<file path="config.mk">
export PLATFORM = sky130hd
export DESIGN_NAME = plac_sqrt
export DESIGN_NICKNAME = d
export VERILOG_FILES = /design/src/hw/rtl/plac_sqrt.sv
export SDC_FILE = /design/constraint.sdc
export NUM_CORES = 2
export LEC_CHECK = 0
export BUFFER_PORTS_ARGS = -buffer_cell sky130_fd_sc_hd__buf_2
export CAP_MARGIN = 0
export CORE_ASPECT_RATIO = 1.4
export CORE_MARGIN = 2
export CORE_UTILIZATION = 30
export DETAILED_ROUTE_END_ITERATION = 10
export PLACE_DENSITY = 0.49
export SLEW_MARGIN = 20
export SYNTH_ARGS = -nofsm -noshare
export SYNTH_HDL_FRONTEND = slang
export SYNTH_SLANG_ARGS = --single-unit
</file>
<file path="constraint.sdc">
create_clock -name clk -period 4.55 [get_ports clk]
set_input_delay 0.91 -clock clk [delete_from_list [all_inputs] [get_ports clk]]
set_output_delay 0.91 -clock clk [all_outputs]
set_load 0.02 [all_outputs]
</file>
<file path="src/hw/rtl/plac_sqrt.sv">
// Pipelined integer square root, one root bit per stage (32 stages).
// Depends on nothing; sideband of width SB_W travels with each request.
module plac_sqrt #(
	parameter int SB_W = 1
) (
	input  logic            clk,
	input  logic            arst_n,
	input  logic            in_vld,
	input  logic [63:0]     in_val,
	input  logic [SB_W-1:0] in_sb,
	output logic            out_vld,
	output logic [31:0]     out_root,
	output logic [SB_W-1:0] out_sb
);
	localparam int N = 32;

	logic            vld_s [N+1];
	logic [63:0]     val_s [N+1];
	logic [33:0]     rem_s [N+1];
	logic [31:0]     root_s[N+1];
	logic [SB_W-1:0] sb_s  [N+1];

	assign vld_s[0]  = in_vld;
	assign val_s[0]  = in_val;
	assign rem_s[0]  = '0;
	assign root_s[0] = '0;
	assign sb_s[0]   = in_sb;

	for (genvar j = 0; j < N; j++) begin : g_stage
		localparam int B = N - 1 - j;
		logic [35:0] nxt;
		logic [35:0] trial;
		logic        ge;

		assign nxt   = {rem_s[j], val_s[j][2*B+1 -: 2]};
		assign trial = {2'b00, root_s[j], 2'b01};
		assign ge    = nxt >= trial;

		always_ff @(posedge clk or negedge arst_n) begin
			if (!arst_n) begin
				vld_s[j+1] <= 1'b0;
			end else begin
				vld_s[j+1] <= vld_s[j];
			end
		end

		always_ff @(posedge clk) begin
			val_s[j+1]  <= val_s[j];
			sb_s[j+1]   <= sb_s[j];
			rem_s[j+1]  <= ge ? 34'(nxt - trial) : nxt[33:0];
			root_s[j+1] <= {root_s[j][30:0], ge};
		end
	end

	assign out_vld  = vld_s[N];
	assign out_root = root_s[N];
	assign out_sb   = sb_s[N];
endmodule

</file>
==> results.py <==
metrics = {
    "worst_setup_path": {
        "reg2reg_slack_ps": 340,
        "crit_type": "reg2reg",
        "cp-endpoint": "g_stage[26].nxt[33]$_DFF_P_",
        "worstSetupStartpoint": "g_stage[25].trial[19]$_DFF_P_",
        "reg2reg_depth": 10,
        "worstSetupEndpointType": "register",
        "crit_required_ps": 5280,
        "timing.rr.start": "g_stage[25].trial[19]$_DFF_P_",
        "cp_data_arrival_time_ps": 4940,
        "setup.worst_path.start_class": "register",
        "crit_fanout": 10,
        "r2r_end": "g_stage[26].nxt[33]$_DFF_P_",
    },
    "finish": {
        "multiInputGateArea_mm2": 0.0387,
        "fillers": 31603,
        "syn_to_final_growth_pct": 15.6,
        "final_common_cell": "dfxtp_1",
        "drive_gt1_share_pct": 8.04,
        "mostFrequentLayoutCells": "dfxtp_1, inv_1, a21oi_1",
        "seqCellArea_mm2": 0.0519,
        "finalNetCount": 10063,
    },
    "global_route": {
        "grt_max_degree": 56,
        "grtUsageTotal_pct": 13.0,
        "grt_pass1_wl_um": 336000,
        "grt_pass1_vias": 64760,
        "antenna_found_initial": 7,
        "overflow": 0,
    },
    "detailed_routing": {
        "dr.pass1.iters": 5,
        "drt_iter0_drc": 2398,
        "wire_per_inst_um": 15.5,
        "vias_per_cell": 4.58,
        "ant_nets": 0,
        "drc": 0,
        "wirelength_um": 214000,
        "dr_total_vias": 63208,
    },
    "synthesis": {
        "ys.flop_type": "dfxtp_1",
        "avgSynthCellArea_um2": 10.2,
        "synth_edf_count": 0,
        "async_flop_share_pct": 1.24,
        "ys_types": 88,
        "yosys_register_bits": 2587,
        "synth-compound-area-share_pct": 11.9,
        "synth-simple-area-share_pct": 12.6,
        "synthAdderAreaFrac_pct": 7.48,
        "muxShareOfSynthArea_pct": 1.44,
        "synth_xor_area_share_pct": 7.67,
        "syn_nets": 9812,
        "ys_warn_count": 0,
        "synth_top_family_by_area": "simple AND/OR/NAND/NOR gates",
        "synth_area_mm2": 0.0940,
        "seq_area_frac_synth_pct": 55.2,
        "synth_cells": 9182,
    },
    "placement": {
        "hpwl_um": 165000,
        "place_ws_ps": 467,
        "gp_congestion": 0.915,
        "io_buffers": 101,
    },
    "timing": {
        "fmax_mhz": 237,
        "hold_violations": 0,
        "drv_slew": 0,
        "fin_skew_ps": 91.9,
        "rsz0062_at_grt": "false",
        "slew_headroom_pct": 29.4,
        "tns_ps": 0,
        "layout_min_cycle_time_ps": 4210,
        "final-setup-viol-count": 0,
        "setup_ws_ps": 338,
        "worst_pin_slew_ps": 1050,
        "post-route-period-util_pct": 92.6,
    },
    "pwr": {
        "leakage_nw": 50.0,
        "p_per_area_mw_per_mm2": 555,
        "vdd_drop_max_uv": 308,
    },
    "clock_tree": {
        "root_buffer": "clkbuf_16",
        "clk_latency_ps": 860,
        "postCtsSetupBuffers": 0,
        "htree_levels": 5,
        "cts_tree": "built",
        "holdBufCountCts": 0,
        "numClockSinks": 2587,
        "clock_path_buffers": 4,
        "ctsResizeCount": 0,
        "clk_pin_slew_ps": 60,
        "numCtsBuffers": 276,
    },
    "status": {
        "status": "finished clean",
    },
    "floorplanning": {
        "io_pins": 102,
        "core_area_mm2": 0.313,
        "die_width_um": 477,
        "initial_core_util_pct": 30.1,
        "rows": 243,
        "die_area_mm2": 0.318,
        "die_h_um": 666,
    },
    "job": {
        "maxCapViolations": 0,
    },
    "min_path": {
        "min_path_type": "in2reg",
    },
}
per-layer routing:
metal	track usage, %	routed length, um	vias to the layer above
li1	-	-	31942
met1	12.1	75900	29519
met2	26.1	117000	1141
met3	1.90	6750	606
met4	8.11	13900	0
met5	0	0	-
metrics by stage:
step | util [%] | instance area (um^2) | std cells | hold slack [ps] | power, mW
after global placement | 31.9 | 99600 | 13320 | 310 | 38.6
after floorplan | - | 94000 | 9182 | 310 | 35.8
after global routing | 34.8 | 109000 | 13814 | 76.5 | 63.7
final | 34.8 | 109000 | 13814 | 145 | 60.4
after detailed placement | 31.9 | 99600 | 13320 | 312 | 38.7
after CTS | 34.8 | 109000 | 13811 | 53.6 | 61.5
logic make-up (layout without fill, tap and decap cells):
family / Yosys count / in the layout
and+or+nand+nor: 2374 / 2374
buffers and inverters: 911 / 1375
adders and majority gates: 562 / 562
muxes: 121 / 121
other: 1 / 4
AOI/OAI and AO/OA: 1802 / 1802
DFF: 2587 / 2587
xor gates and xnor gates: 824 / 824
synth_stat cells, types with 12 or more instances:
library cell | instances | share of area (%)
a2111oi_0 | 14 | 0.13
a211o_1 | 18 | 0.17
a211oi_1 | 44 | 0.35
a21boi_0 | 18 | 0.14
a21o_1 | 223 | 1.8
a21oi_1 | 621 | 3.3
a31o_2 | 18 | 0.17
a31oi_1 | 43 | 0.29
and2_1 | 22 | 0.15
and3_1 | 56 | 0.37
and4_1 | 12 | 0.11
buf_1 | 13 | 0.052
clkbuf_1 | 182 | 0.73
dfrtp_1 | 32 | 0.85
dfxtp_1 | 2555 | 54
ha_1 | 562 | 7.5
inv_1 | 708 | 2.8
mux2_1 | 30 | 0.36
mux2_2 | 81 | 0.97
nand2_1 | 531 | 2.1
nand2b_1 | 131 | 0.87
nand3_1 | 157 | 0.84
nand3b_1 | 37 | 0.30
nand4_1 | 97 | 0.65
nand4b_1 | 20 | 0.19
nor2_1 | 619 | 2.5
nor2b_1 | 89 | 0.59
nor3_1 | 232 | 1.2
nor3b_1 | 18 | 0.14
nor4_1 | 128 | 0.85
o2111ai_1 | 14 | 0.13
o211ai_1 | 35 | 0.28
o21a_1 | 117 | 0.93
o21ai_0 | 372 | 2.0
o21ai_1 | 19 | 0.10
o21bai_1 | 44 | 0.35
o22ai_1 | 12 | 0.080
o31a_1 | 13 | 0.12
o31ai_1 | 58 | 0.46
o41ai_1 | 15 | 0.14
or2_2 | 46 | 0.31
or3_1 | 74 | 0.49
or4_1 | 64 | 0.51
xnor2_1 | 453 | 4.2
xor2_1 | 371 | 3.5
power breakdown:
group          internal, mW  switching (mW)
registers              26.3            2.68
logic                  4.22            5.02
clock network          13.1            9.10
layout make-up:
type / count / share of cell area, %
Antenna cell: 3 / 0.00691
Clock buffer: 383 / 7.18
Clock inverter: 108 / 1.16
Inverter: 714 / 2.47
Multi-Input combinational cell: 5684 / 35.6
Sequential cell: 2587 / 47.8
Tap cell: 4165 / 4.79
Timing Repair Buffer: 170 / 0.987
registers in the layout, indices dropped and copies added, names as in the netlist:
| name | count |
|---|---|
| g_stage.nxt | 1065 |
| val_s | 930 |
| g_stage.trial | 496 |
| out_root | 32 |
| sb_s | 31 |
| vld_s | 31 |
| out_sb | 1 |
| out_vld | 1 |
worst max-delay path, cell delays in order, from the launching register on:
cell and delay (ps):
dfxtp_1 340, inv_1 50, ha_1 370, nand3_1 240, or4b_2 720, nor4_1 900
or3_1 220, o21ba_1 260, or4_1 510, nor4_1 320, xor2_1 170
worst min path at each step:
stage                              startpoint                         end  slack (ps)  depth (start not counted)
after floorplan           val_s[1514]$_DFF_P_  g_stage[10].nxt[0]$_DFF_P_         310                          0
after global placement    val_s[1348]$_DFF_P_         val_s[1284]$_DFF_P_         310                          0
after detailed placement  val_s[1759]$_DFF_P_         val_s[1695]$_DFF_P_         310                          0
after CTS                           in_val[7]         val_s[1991]$_DFF_P_          50                          1
after global routing                in_val[6]         val_s[1990]$_DFF_P_          80                          1
final                               in_val[7]         val_s[1991]$_DFF_P_         150                          1
No activity file was read; power rests on OpenSTA's default activity.
